**config.mk**
```make
export PLATFORM = sky130hd
export DESIGN_NAME = cfpd_regs
export DESIGN_NICKNAME = d
export VERILOG_FILES = /design/src/hw/rtl/cfpd_pkg.sv /design/src/hw/rtl/cfpd_regs.sv
export SDC_FILE = /design/constraint.sdc
export NUM_CORES = 1
export LEC_CHECK = 0
export BUFFER_PORTS_ARGS = -buffer_cell sky130_fd_sc_hd__buf_2
export CORE_MARGIN = 5
export CORE_UTILIZATION = 25
export CTS_BUF_LIST = sky130_fd_sc_hd__clkbuf_2
export DETAILED_ROUTE_END_ITERATION = 8
export MAX_ROUTING_LAYER = met4
export PLACE_DENSITY_LB_ADDON = 0.05
export REMOVE_ABC_BUFFERS = 1
export SLEW_MARGIN = 15
export SYNTH_ARGS = -nofsm -noshare
export SYNTH_HDL_FRONTEND = slang
export SYNTH_SLANG_ARGS = --single-unit
```
**constraint.sdc**
```tcl
create_clock -name clk_i -period 1.72 [get_ports clk_i]
set_input_delay 0.258 -clock clk_i [delete_from_list [all_inputs] [get_ports clk_i]]
set_output_delay 0.258 -clock clk_i [all_outputs]
set_load 0.1 [all_outputs]
```
**src/hw/rtl/cfpd_pkg.sv**
```systemverilog
package cfpd_pkg;

  // register file layout, byte address is 4 * index
  localparam int unsigned AddrWidth = 5;
  localparam int unsigned DataWidth = 32;

  typedef enum logic [2:0] {
    REG_PROP_GAIN     = 3'd0,
    REG_INTEG_GAIN_DT = 3'd1,
    REG_DERIV_GAIN_DT = 3'd2,
    REG_FOLLOW_RANGE  = 3'd3,
    REG_CUTOFF_LEVEL  = 3'd4,
    REG_MINIMUM_DRIVE = 3'd5
  } cfg_reg_e;

  localparam logic [23:0] PropGainRst  = 24'd196608;
  localparam logic [23:0] IntegGainRst = 24'd328;
  localparam logic [23:0] DerivGainRst = 24'd26214;
  localparam logic [15:0] FollowRngRst = 16'd8000;
  localparam logic [7:0]  CutoffRst    = 8'd50;
  localparam logic [7:0]  MinDriveRst  = 8'd100;

  // integral product limit, +-2^48
  localparam logic signed [64:0] ItermPosLim = 65'sd281474976710656;
  localparam logic signed [64:0] ItermNegLim = -65'sd281474976710656;

  // error integrator saturation bounds
  localparam logic signed [39:0] SumMax = {1'b0, {39{1'b1}}};
  localparam logic signed [39:0] SumMin = {1'b1, {39{1'b0}}};

  typedef struct packed {
    logic [23:0] prop_gain;
    logic [23:0] integ_gain_dt;
    logic [23:0] deriv_gain_per_dt;
    logic [15:0] follow_range;
    logic [7:0]  cutoff_level;
    logic [7:0]  minimum_drive;
  } cfg_t;

endpackage

```
**src/hw/rtl/cfpd_regs.sv**
```systemverilog
module cfpd_regs (
  input  logic                             clk_i,
  input  logic                             rst_ni,
  input  logic                             psel,
  input  logic                             penable,
  input  logic                             pwrite,
  input  logic [cfpd_pkg::AddrWidth-1:0]   paddr,
  input  logic [cfpd_pkg::DataWidth-1:0]   pwdata,
  output logic [cfpd_pkg::DataWidth-1:0]   prdata,
  output logic                             pready,
  output cfpd_pkg::cfg_t                   cfg_o
);

  cfpd_pkg::cfg_t    cfg_q;
  cfpd_pkg::cfg_t    cfg_d;
  cfpd_pkg::cfg_reg_e reg_sel;
  logic              wr_en;

  assign pready  = 1'b1;
  assign wr_en   = psel && penable && pwrite;
  assign reg_sel = cfpd_pkg::cfg_reg_e'(paddr[4:2]);

  always_comb begin
    cfg_d = cfg_q;
    if (wr_en) begin
      case (reg_sel)
        cfpd_pkg::REG_PROP_GAIN:     cfg_d.prop_gain         = pwdata[23:0];
        cfpd_pkg::REG_INTEG_GAIN_DT: cfg_d.integ_gain_dt     = pwdata[23:0];
        cfpd_pkg::REG_DERIV_GAIN_DT: cfg_d.deriv_gain_per_dt = pwdata[23:0];
        cfpd_pkg::REG_FOLLOW_RANGE:  cfg_d.follow_range      = pwdata[15:0];
        cfpd_pkg::REG_CUTOFF_LEVEL:  cfg_d.cutoff_level      = pwdata[7:0];
        cfpd_pkg::REG_MINIMUM_DRIVE: cfg_d.minimum_drive     = pwdata[7:0];
        default: ;
      endcase
    end
  end

  always_comb begin
    case (reg_sel)
      cfpd_pkg::REG_PROP_GAIN:     prdata = {8'd0, cfg_q.prop_gain};
      cfpd_pkg::REG_INTEG_GAIN_DT: prdata = {8'd0, cfg_q.integ_gain_dt};
      cfpd_pkg::REG_DERIV_GAIN_DT: prdata = {8'd0, cfg_q.deriv_gain_per_dt};
      cfpd_pkg::REG_FOLLOW_RANGE:  prdata = {16'd0, cfg_q.follow_range};
      cfpd_pkg::REG_CUTOFF_LEVEL:  prdata = {24'd0, cfg_q.cutoff_level};
      cfpd_pkg::REG_MINIMUM_DRIVE: prdata = {24'd0, cfg_q.minimum_drive};
      default:                     prdata = '0;
    endcase
  end

  always_ff @(posedge clk_i or negedge rst_ni) begin
    if (!rst_ni) begin
      cfg_q.prop_gain         <= cfpd_pkg::PropGainRst;
      cfg_q.integ_gain_dt     <= cfpd_pkg::IntegGainRst;
      cfg_q.deriv_gain_per_dt <= cfpd_pkg::DerivGainRst;
      cfg_q.follow_range      <= cfpd_pkg::FollowRngRst;
      cfg_q.cutoff_level      <= cfpd_pkg::CutoffRst;
      cfg_q.minimum_drive     <= cfpd_pkg::MinDriveRst;
    end else begin
      cfg_q <= cfg_d;
    end
  end

  assign cfg_o = cfg_q;

endmodule

```
==> out/qor.yml, run 1 <==
cts_num_sinks: 104
layout-area-overhead-vs-synth_pct: 82.6
routed_wire_length_um: 17200
initial_utilization_pct: 25.2
die_w_um: 152
post_synth.cell_area_avg_um2: 14.1
post-synth-top-count-cell: "sky130_fd_sc_hd__mux2_2"
leakage_nw: 4.18
drtPass1Iterations: 4
clkTransAtPathRegs_ns: 0.30
setup-violations-final: 38
clockBufferDepth: 2
ys.flop_type: "sky130_fd_sc_hd__dfrtp_1"
worstPathRequired_ns: 1.46
die-area_mm2: 0.0231
report.final.slew_viol_count: 0
n_fill_cell: 1831
largest_reg_flops: 104
pin_count_of_the_biggest_net_entering_global_routing: 61
drt_iter0_drc: 85
insertion_delay_ns: 0.61
dr_total_vias: 3956
netlist-cell-type-count: 38
track_usage_pct: 15.0
wire_per_inst_um: 19.1
final_min_period_over_clock_period_pct: 129
status: "finished, violations left"
max_freq_mhz: 451
grt_setup_unrepaired: "yes"
cts_inserted_buffers: 9
grt_antenna_before_repair: 1
post-route-drc-count: 0
route.detailed.vias_per_inst: 4.39
path_class: "reg2out"
worstPathArrival_ns: 1.96
postSynthRegisterBits: 104
core_area_mm2: 0.0200
post-route-worst-setup-slack_ns: -0.496
worstSetupEndpointType: "output pin"
drv_cap: 0
fp-row-count: 52
cts.root.buffer_cell: "sky130_fd_sc_hd__clkbuf_2"
post-synth-top-area-fraction_pct: 39.2
start_kind: "flop"
post_synth_main_area_contributors: "sky130_fd_sc_hd__dfrtp_1, sky130_fd_sc_hd__mux2_2, sky130_fd_sc_hd__dfstp_2"
number_of_cells_produced_by_synthesis: 358
async_set_reset_flop_share_out_of_synthesis_pct: 100
chipHeight_um: 152
min_period_ns: 2.22
syn_area_mm2: 0.00504
layout.core_utilization_pct: 45.9
overflow: 0
yosysWarnings: 0
routabilityCongestion: 0.738
nets: 667
worst-path-max-fanout: 2
power_density_mw_per_mm2: 1420
vias_in_the_first_global_route: 4363
min_path_type: "in2async"
violations_in_the_final_reports: "setup timing"
clock_skew_ns: 0
grt_first_pass_wirelength_um: 26500
numPortBuffers: 159
drive_gt1_share_pct: 72.4
dp_hpwl_um: 11200
power.ir.vdd_worst_mv: 0.694
p_total_mw: 13.0
postRouteAntennaNets: 0
synth_seq_area_share_pct: 52.2
cts.htree.levels: 3
finalHoldViolCount: 0
ys_top_cells_by_count: "sky130_fd_sc_hd__mux2_2, sky130_fd_sc_hd__dfrtp_1, sky130_fd_sc_hd__dfstp_2"
synth_edf_count: 0
tritoncts: "built"
synthDominantAreaCellType: "sky130_fd_sc_hd__dfrtp_1"
ios: 179
==> stage by stage <==
| step | std cells | cell area [um^2] | TNS [ns] | setup slack [ns] | hold slack (ns) |
|---|---|---|---|---|---|
| floorplan | 333 | 4870 | -40.22 | -1.91 | -0.0376 |
| global placement | 804 | 6730 | -5.36 | -0.149 | 0.248 |
| detailed placement | 804 | 6730 | -5.17 | -0.158 | 0.249 |
| CTS | 883 | 8570 | -12.41 | -0.553 | 0.0283 |
| global route | 901 | 9210 | -15.65 | -0.633 | 0.00694 |
| finish | 901 | 9210 | -9.23 | -0.496 | 0.102 |
==> timing repair <==
item / in CTS / in global routing
gates resized for setup: 328 / 131
setup buffers: 39 / 33
cloned: 0 / 0
hold buffers: 25 / 0
endpoints found under the hold margin: 208 / 0
setup endpoints to repair: 128 / 109
pin swaps: 14 / 9
==> cell type report <==
type	instances	area, um^2	area share, %
repair buffers	281	3620	39.3
multi-input cells	228	2470	26.8
clock buffers	9	45.0	0.489
flip-flops and latches	104	2630	28.6
diodes	1	2.50	0.0272
inverters	1	3.75	0.0408
well taps	270	338	3.67
clock inverters	7	95.1	1.03
==> cells in the final DEF (no fill, tap or decap), types with 2 or more instances in the layout <==
cell type and n:
sky130_fd_sc_hd__nor2_2 2, sky130_fd_sc_hd__a211o_1 3, sky130_fd_sc_hd__nand2_1 14, sky130_fd_sc_hd__dfstp_2 25, sky130_fd_sc_hd__a21oi_4 8, sky130_fd_sc_hd__dlygate4sd3_1 25
sky130_fd_sc_hd__clkbuf_2 9, sky130_fd_sc_hd__mux2_4 24, sky130_fd_sc_hd__o21ai_1 3, sky130_fd_sc_hd__mux2_2 88, sky130_fd_sc_hd__conb_1 9, sky130_fd_sc_hd__mux2i_1 16
sky130_fd_sc_hd__clkinv_2 2, sky130_fd_sc_hd__buf_2 30, sky130_fd_sc_hd__dfrtp_1 79, sky130_fd_sc_hd__nor2b_1 2, sky130_fd_sc_hd__buf_6 79, sky130_fd_sc_hd__a21oi_1 6
sky130_fd_sc_hd__buf_12 95, sky130_fd_sc_hd__a21oi_2 3, sky130_fd_sc_hd__nor3b_1 3, sky130_fd_sc_hd__and3b_1 2, sky130_fd_sc_hd__mux4_2 8, sky130_fd_sc_hd__nor2b_4 8
sky130_fd_sc_hd__bufinv_16 2, sky130_fd_sc_hd__or2_4 8, sky130_fd_sc_hd__buf_4 49, sky130_fd_sc_hd__o221ai_2 2, sky130_fd_sc_hd__buf_8 2
==> cell families (layout without fill, tap and decap cells) <==
| group | after synthesis | after routing | synth area share [%] |
|---|---|---|---|
| muxes | 136 | 136 | 33.3 |
| AOI/OAI and AO/OA | 33 | 33 | 3.97 |
| DFF | 104 | 104 | 52.2 |
| other | 2 | 10 | 0.149 |
| buffers and inverters | 33 | 298 | 4.07 |
| and+or+nand+nor | 50 | 50 | 6.33 |
==> worst paths after layout <==
kind                                        from  slack (ns)                     to  cells past startpoint
min in group clk_i                       penable        0.30  cfg_o[36]$_DFFE_PN0P_                      5
max in group asynchronous                 rst_ni        1.18   cfg_o[2]$_DFFE_PN1P_                      3
hold / removal                            rst_ni        0.10  cfg_o[45]$_DFFE_PN1P_                      2
setup / recovery           cfg_o[12]$_DFFE_PN1P_       -0.50              prdata[4]                      4
hold reg to reg            cfg_o[35]$_DFFE_PN0P_        0.58  cfg_o[35]$_DFFE_PN0P_                      1
setup reg to reg           cfg_o[12]$_DFFE_PN1P_        0.66  cfg_o[12]$_DFFE_PN1P_                      4
==> layer usage <==
metal / up-vias / global-route usage [%] / wire length, um / part of all wire (%)
met5: - / - / 0 / 0
met1: 2032 / 18.1 / 7430 / 43
li1: 1813 / - / - / -
met2: 98 / 25.7 / 8880 / 51
met4: 0 / 3.21 / 179 / 1.0
met3: 13 / 3.61 / 753 / 4.4
==> report_power, final <==
part	internal (mW)	switching [mW]	leakage, nW
registers	3.01	0.442	1.27
logic	2.99	5.25	2.82
clock network	0.483	0.877	0.0823
total	6.48	6.57	4.18
==> worst max-delay path: stages (launching register included) <==
cell,delay [ns]
sky130_fd_sc_hd__dfstp_2,0.61
sky130_fd_sc_hd__mux2_4,0.14
sky130_fd_sc_hd__a221oi_2,0.05
sky130_fd_sc_hd__a31oi_1,0.20
sky130_fd_sc_hd__bufbuf_16,0.35
Power figures use the tool's default switching activity.
==> run 2, diff against run 1 <==
--- a/config.mk
+++ b/config.mk
@@ -8,7 +8,6 @@
 export BUFFER_PORTS_ARGS = -buffer_cell sky130_fd_sc_hd__buf_2
 export CORE_MARGIN = 5
 export CORE_UTILIZATION = 25
-export CTS_BUF_LIST = sky130_fd_sc_hd__clkbuf_2
 export DETAILED_ROUTE_END_ITERATION = 8
 export MAX_ROUTING_LAYER = met4
 export PLACE_DENSITY_LB_ADDON = 0.05
==> run 2 against run 1 <==
Compared with the run above:
- the flow still finishes with violations (setup timing)
- wire length shrank 5.0%
- clock power grew 65%
- first-iteration DRC count up 7.1%
- worst hold slack gained 0.070 ns
- core utilization decreased by 7.4 points
- via count fell by 4.5%
==> out/qor.yml, run 2 (synthesis gave the netlist of run 1 again) <==
status: "finished, violations left"
violations_in_the_final_reports: "setup timing"
maxSlewHeadroom_pct: 65.5
worst_pin_slew_ns: 0.521
chipHeight_um: 152  # unchanged
layout.core_utilization_pct: 38.6  # -7.4 points
placement.cell_area_mm2: 0.00673  # unchanged
cts_inserted_buffers: 9  # unchanged
drt_iter0_drc: 91  # +7.1%
numPortBuffers: 159  # unchanged
overflow: 0  # unchanged
cts_num_sinks: 104  # unchanged
start_kind: "flop"
stdcell_area_mm2: 0.00773  # -16%
placed_cells_incl_taps: 804  # unchanged
wire_per_inst_um: 19.0  # -0.85%
setup-violations-final: 17  # -55%
register_area_mm2: 0.00263  # unchanged
die_w_um: 152  # unchanged
leakage_nw: 3.73  # -11%
fp-row-count: 52  # unchanged
insertion_delay_ns: 0.35  # -0.26 ns
drtPass1Iterations: 4  # unchanged
tritoncts: "built"
largest_reg_flops: 104  # unchanged
route.detailed.vias_per_inst: 4.38  # -0.32%
drive_gt1_share_pct: 74.9  # +2.5 points
n_fill_cell: 2023  # +10%
finalHoldViolCount: 0  # unchanged
vias_in_the_first_global_route: 4194  # -3.9%
nets: 630  # -5.5%
postRouteAntennaNets: 0  # unchanged
power.ir.vdd_worst_mv: 0.760  # +9.6%
max_freq_mhz: 536  # +19%
die-area_mm2: 0.0231  # unchanged
p_total_mw: 12.3  # -5.9%
worstSetupEndpointType: "output pin"
post-route-drc-count: 0  # unchanged
min_period_ns: 1.87  # -0.348 ns
drv_cap: 0  # unchanged
layout-area-overhead-vs-synth_pct: 53.3
track_usage_pct: 14.6  # -0.49 points
dp_hpwl_um: 11200  # unchanged
worstPathRequired_ns: 1.46  # about the same
routed_wire_length_um: 16400  # -5.0%
commonest_cells_after_routing_fill_and_taps_aside: "sky130_fd_sc_hd__buf_2, sky130_fd_sc_hd__mux2_2, sky130_fd_sc_hd__dfrtp_1"
report.final.slew_viol_count: 0  # unchanged
initial_utilization_pct: 25.2  # unchanged
power_density_mw_per_mm2: 1590  # +12%
cts.root.buffer_cell: "sky130_fd_sc_hd__clkbuf_16"
path_class: "reg2out"
worstPathArrival_ns: 1.61  # -0.35 ns
multiInputGateArea_mm2: 0.00246  # -0.15%
pre_cts_slack_ns: -0.158  # unchanged
grt_setup_unrepaired: "yes"
dr_total_vias: 3777  # -4.5%
clockBufferDepth: 2  # unchanged
num_antenna_cells: 0  # -1
final_standard_cell_count_with_taps_included_and_fillers_excluded: 863  # -4.2%
final_min_period_over_clock_period_pct: 109  # -20 points
clock_skew_ns: 0  # unchanged
ios: 179  # unchanged
pin_count_of_the_biggest_net_entering_global_routing: 61  # unchanged
worst-path-max-fanout: 2  # unchanged
grt_antenna_before_repair: 0  # -1
routabilityCongestion: 0.738  # unchanged
min_path_type: "in2reg"
most_common_cell_after_layout_fill_and_taps_aside: "sky130_fd_sc_hd__buf_2"
grt_first_pass_wirelength_um: 25600  # -3.4%
clkTransAtPathRegs_ns: 0.08  # -0.22 ns
post-route-worst-setup-slack_ns: -0.147  # +0.348 ns
cts.htree.levels: 3  # unchanged
core_area_mm2: 0.0200  # unchanged
-- run 2: critical path, cell delays in order (launching register included) --
cell,delay [ns]
sky130_fd_sc_hd__dfrtp_1,0.38
sky130_fd_sc_hd__mux2_4,0.28
sky130_fd_sc_hd__a221oi_2,0.21
sky130_fd_sc_hd__a31oi_1,0.08
sky130_fd_sc_hd__bufbuf_16,0.31
-- run 2: worst paths after layout --
kind	start	to	slack (ns)	cells past startpoint
hold reg to reg	cfg_o[60]$_DFFE_PN0P_	cfg_o[60]$_DFFE_PN0P_	0.53	1
setup / recovery	cfg_o[84]$_DFFE_PN0P_	prdata[4]	-0.15	4
min in group asynchronous	rst_ni	cfg_o[45]$_DFFE_PN1P_	0.43	2
hold / removal	pwdata[20]	cfg_o[100]$_DFFE_PN0P_	0.17	2
max in group asynchronous	rst_ni	cfg_o[59]$_DFFE_PN1P_	0.88	3
setup reg to reg	cfg_o[67]$_DFFE_PN0P_	cfg_o[67]$_DFFE_PN0P_	0.71	3
-- run 2: per-stage QoR --
stage,hold WS (ns),setup TNS (ns)
3_3_place_gp,0.248,-5.36
2_1_floorplan,-0.0376,-40.22
6_report,0.172,-1.12
4_1_cts,0.151,-1.58
5_1_grt,0.165,-2.15
3_5_place_dp,0.249,-5.17
-- run 2: area by class of cell --
type / count / share of cell area (%)
clock inverter: 7 / 1.23
clock buffer: 9 / 2.91
inverter: 1 / 0.0486
timing repair buffer: 244 / 25.5
sequential: 104 / 34.1
tap: 270 / 4.37
multi-input combinational: 228 / 31.9
-- run 2: where the power goes --
group	total [mW]	switching, mW	leakage, nW	internal (mW)
Combinational	6.69	5.06	2.31	1.63
Sequential	3.35	0.342	1.27	3.01
Clock	2.24	0.955	0.156	1.28
-- run 2: repair_timing --
action                                  4_1_cts  5_1_grt
pin swaps                                    11        5
endpoints found under the hold margin        80        0
resized for setup                            75       13
endpoints found under the setup margin       24       24
buffers inserted                             31       12
hold buffers                                  1        0
-- run 2: metal layers --
layer	up-vias	global-route usage, %	wire length, um	part of all wire [%]
met5	-	-	0	0
met1	1934	17.6	7130	44
met2	96	24.8	8340	51
met4	0	2.95	162	0.99
li1	1736	-	-	-
met3	11	3.67	735	4.5
==> run 3, diff against run 2 <==
--- a/config.mk
+++ b/config.mk
@@ -10,8 +10,8 @@
 export CORE_UTILIZATION = 25
 export DETAILED_ROUTE_END_ITERATION = 8
 export MAX_ROUTING_LAYER = met4
-export PLACE_DENSITY_LB_ADDON = 0.05
 export REMOVE_ABC_BUFFERS = 1
+export SKIP_CTS_REPAIR_TIMING = 1
 export SLEW_MARGIN = 15
 export SYNTH_ARGS = -nofsm -noshare
 export SYNTH_HDL_FRONTEND = slang
==> run 3 against run 2 <==
Compared with the run above:
- the run ends with hold timing, setup timing left
- critical path depth decreased by 1
- total power decreased by 0.69%
- sequential share of layout area increased by 1.1 points
- core utilization decreased by 1.2 points
- setup slack improved by 0.056 ns
- cell area decreased by 3.0%
- register-to-register slack improved by 0.09 ns
- sequential power increased by 1%
- combinational power decreased by 3.4%
- critical path type unchanged
- critical endpoint is now prdata[12]
==> out/qor.yml, run 3 (synthesis gave the netlist of run 1 again) <==
worstSetupEndpointType: "output pin"
worstPathRequired_ns: 1.46  # about the same
maxSlewHeadroom_pct: 63.0  # -2.6 points
die-area_mm2: 0.0231  # unchanged
pin_count_of_the_biggest_net_entering_global_routing: 105  # +72%
most_common_cell_after_layout_fill_and_taps_aside: "sky130_fd_sc_hd__buf_2"
route.met2.wl_um: 7580  # -9.1%
largest_reg_flops: 104  # unchanged
grt_first_pass_wirelength_um: 22700  # -11%
cts_inserted_buffers: 9  # unchanged
worstPathArrival_ns: 1.55  # -0.06 ns
critPathSlowestCell: "sky130_fd_sc_hd__mux4_2"
length_in_cells_of_the_worst_reg_to_reg_path: 2  # -1
pre_cts_slack_ns: -0.129  # +0.0289 ns
clock_skew_ns: 0  # unchanged
wire_per_inst_um: 18.1  # -4.6%
drt-met1-wl_um: 6570  # -7.8%
dp_hpwl_um: 10500  # -6.7%
cts.root.buffer_cell: "sky130_fd_sc_hd__clkbuf_16"
status: "finished, violations left"
clkTransAtPathRegs_ns: 0.07  # about the same
cts_num_sinks: 104  # unchanged
finalHoldViolCount: 16  # +16
final.hold.worst_slack_ns: -0.0140  # -0.186 ns
drv_cap: 0  # unchanged
grt_antenna_before_repair: 0  # unchanged
fp-row-count: 52  # unchanged
post-route-drc-count: 0  # unchanged
min_path_type: "in2async"
critPathMaxStageDelay_ns: 0.45  # +0.07 ns
route.detailed.vias_per_inst: 4.48  # +2.4%
setup-violations-final: 16  # -1
post-route-worst-setup-slack_ns: -0.0912  # +0.0561 ns
num_antenna_cells: 0  # unchanged
dr.max_layer_used: "met4"
max_freq_mhz: 552  # +3.1%
drive_gt1_share_pct: 74.2  # -0.67 points
leakage_nw: 3.59  # -3.9%
vias_in_the_first_global_route: 3872  # -7.7%
cts.htree.levels: 3  # unchanged
layout-area-overhead-vs-synth_pct: 48.7
report.final.slew_viol_count: 0  # unchanged
core_area_mm2: 0.0200  # unchanged
tritoncts: "built"
start_kind: "flop"
insertion_delay_ns: 0.34  # about the same
drt_iter0_drc: 214  # +140%
drtPass1Iterations: 4  # unchanged
final_min_period_over_clock_period_pct: 105  # -3.3 points
grt_setup_unrepaired: "yes"
postRouteAntennaNets: 0  # unchanged
initial_utilization_pct: 25.2  # unchanged
commonest_cells_after_routing_fill_and_taps_aside: "sky130_fd_sc_hd__buf_2, sky130_fd_sc_hd__mux2_2, sky130_fd_sc_hd__dfrtp_1"
worst-path-max-fanout: 3  # +1
violations_in_the_final_reports: "hold timing, setup timing"
overflow: 0  # unchanged
power_density_mw_per_mm2: 1630  # +2.4%
nets: 603  # -4.3%
chipHeight_um: 152  # unchanged
power.ir.vdd_worst_mv: 0.801  # +5.4%
die_w_um: 152  # unchanged
numPortBuffers: 159  # unchanged
dr_total_vias: 3745  # -0.85%
clockBufferDepth: 2  # unchanged
routed_wire_length_um: 15100  # -7.6%
path_class: "reg2out"
track_usage_pct: 12.6  # -1.9 points
routabilityCongestion: 0.772  # +4.6%
worst_pin_slew_ns: 0.556  # +0.0350 ns
ios: 179  # unchanged
dr_wl_met3_um: 755  # +2.7%
min_period_ns: 1.81  # -0.0561 ns
crit_chain: "mux4_2 > nor2b_1 > buf_6"
==> run 3: changes by cell type in the layout (fill, tap and decap cells not counted), sizes merged <==
cell         before  now
buf             241  212
bufbuf            1    0
bufinv            2    3
clkbuf           10   16
clkinv            3    1
clkinvlp          1    0
dlygate4sd3       1    0
==> run 3: metal layers <==
| layer | vias to the layer above | track usage (%) |
|---|---|---|
| met5 | - | - |
| met4 | 0 | 4.07 |
| met3 | 14 | 2.56 |
| met2 | 128 | 20.4 |
| met1 | 1926 | 16.0 |
| li1 | 1677 | - |
==> run 3: through the flow <==
step	setup TNS [ns]	power, mW	cells	utilization (%)	instance area (um^2)
final	-0.983	12.2	836	37.4	7500
after global routing	-2.15	12.6	836	37.4	7500
after CTS	-4.24	11.9	813	34.6	6940
after detailed placement	-5.46	9.52	797	32.9	6600
after global placement	-4.49	9.44	797	32.9	6600
after floorplan	-40.22	8.32	333	-	4870
==> run 3: where the power goes <==
part           internal, mW  total, mW  switching (mW)
combinational          1.47       6.46            4.99
clock                  1.43       2.34           0.907
sequential             3.01       3.39           0.381
total                  5.91       12.2            6.28
==> run 3: critical path, delay by kind of cell, from the launching register on <==
kind                   cells  cell delay [ns]
buffers and inverters      1             0.20
DFF                        1             0.41
muxes                      1             0.45
and+or+nand+nor            1             0.15
==> run 3: layout make-up <==
cell class	count	area [um^2]
clock buffer	11	233
clock inverter	5	104
fill	1958	12500
inverter	1	3.75
sequential	104	2630
tap	270	338
timing repair buffer	217	1700
multi-input combinational	228	2480
==> run 3: final timing paths <==
check	startpoint	end	slack (ns)
setup / recovery	cfg_o[92]$_DFFE_PN0P_	prdata[12]	-0.09
hold / removal	rst_ni	cfg_o[84]$_DFFE_PN0P_	-0.01
setup reg to reg	cfg_o[102]$_DFFE_PN0P_	cfg_o[102]$_DFFE_PN0P_	0.80
hold reg to reg	cfg_o[29]$_DFFE_PN0P_	cfg_o[29]$_DFFE_PN0P_	0.53
max in group asynchronous	rst_ni	cfg_o[9]$_DFFE_PN1P_	1.31
min in group clk_i	pwdata[18]	cfg_o[50]$_DFFE_PN0P_	0.17
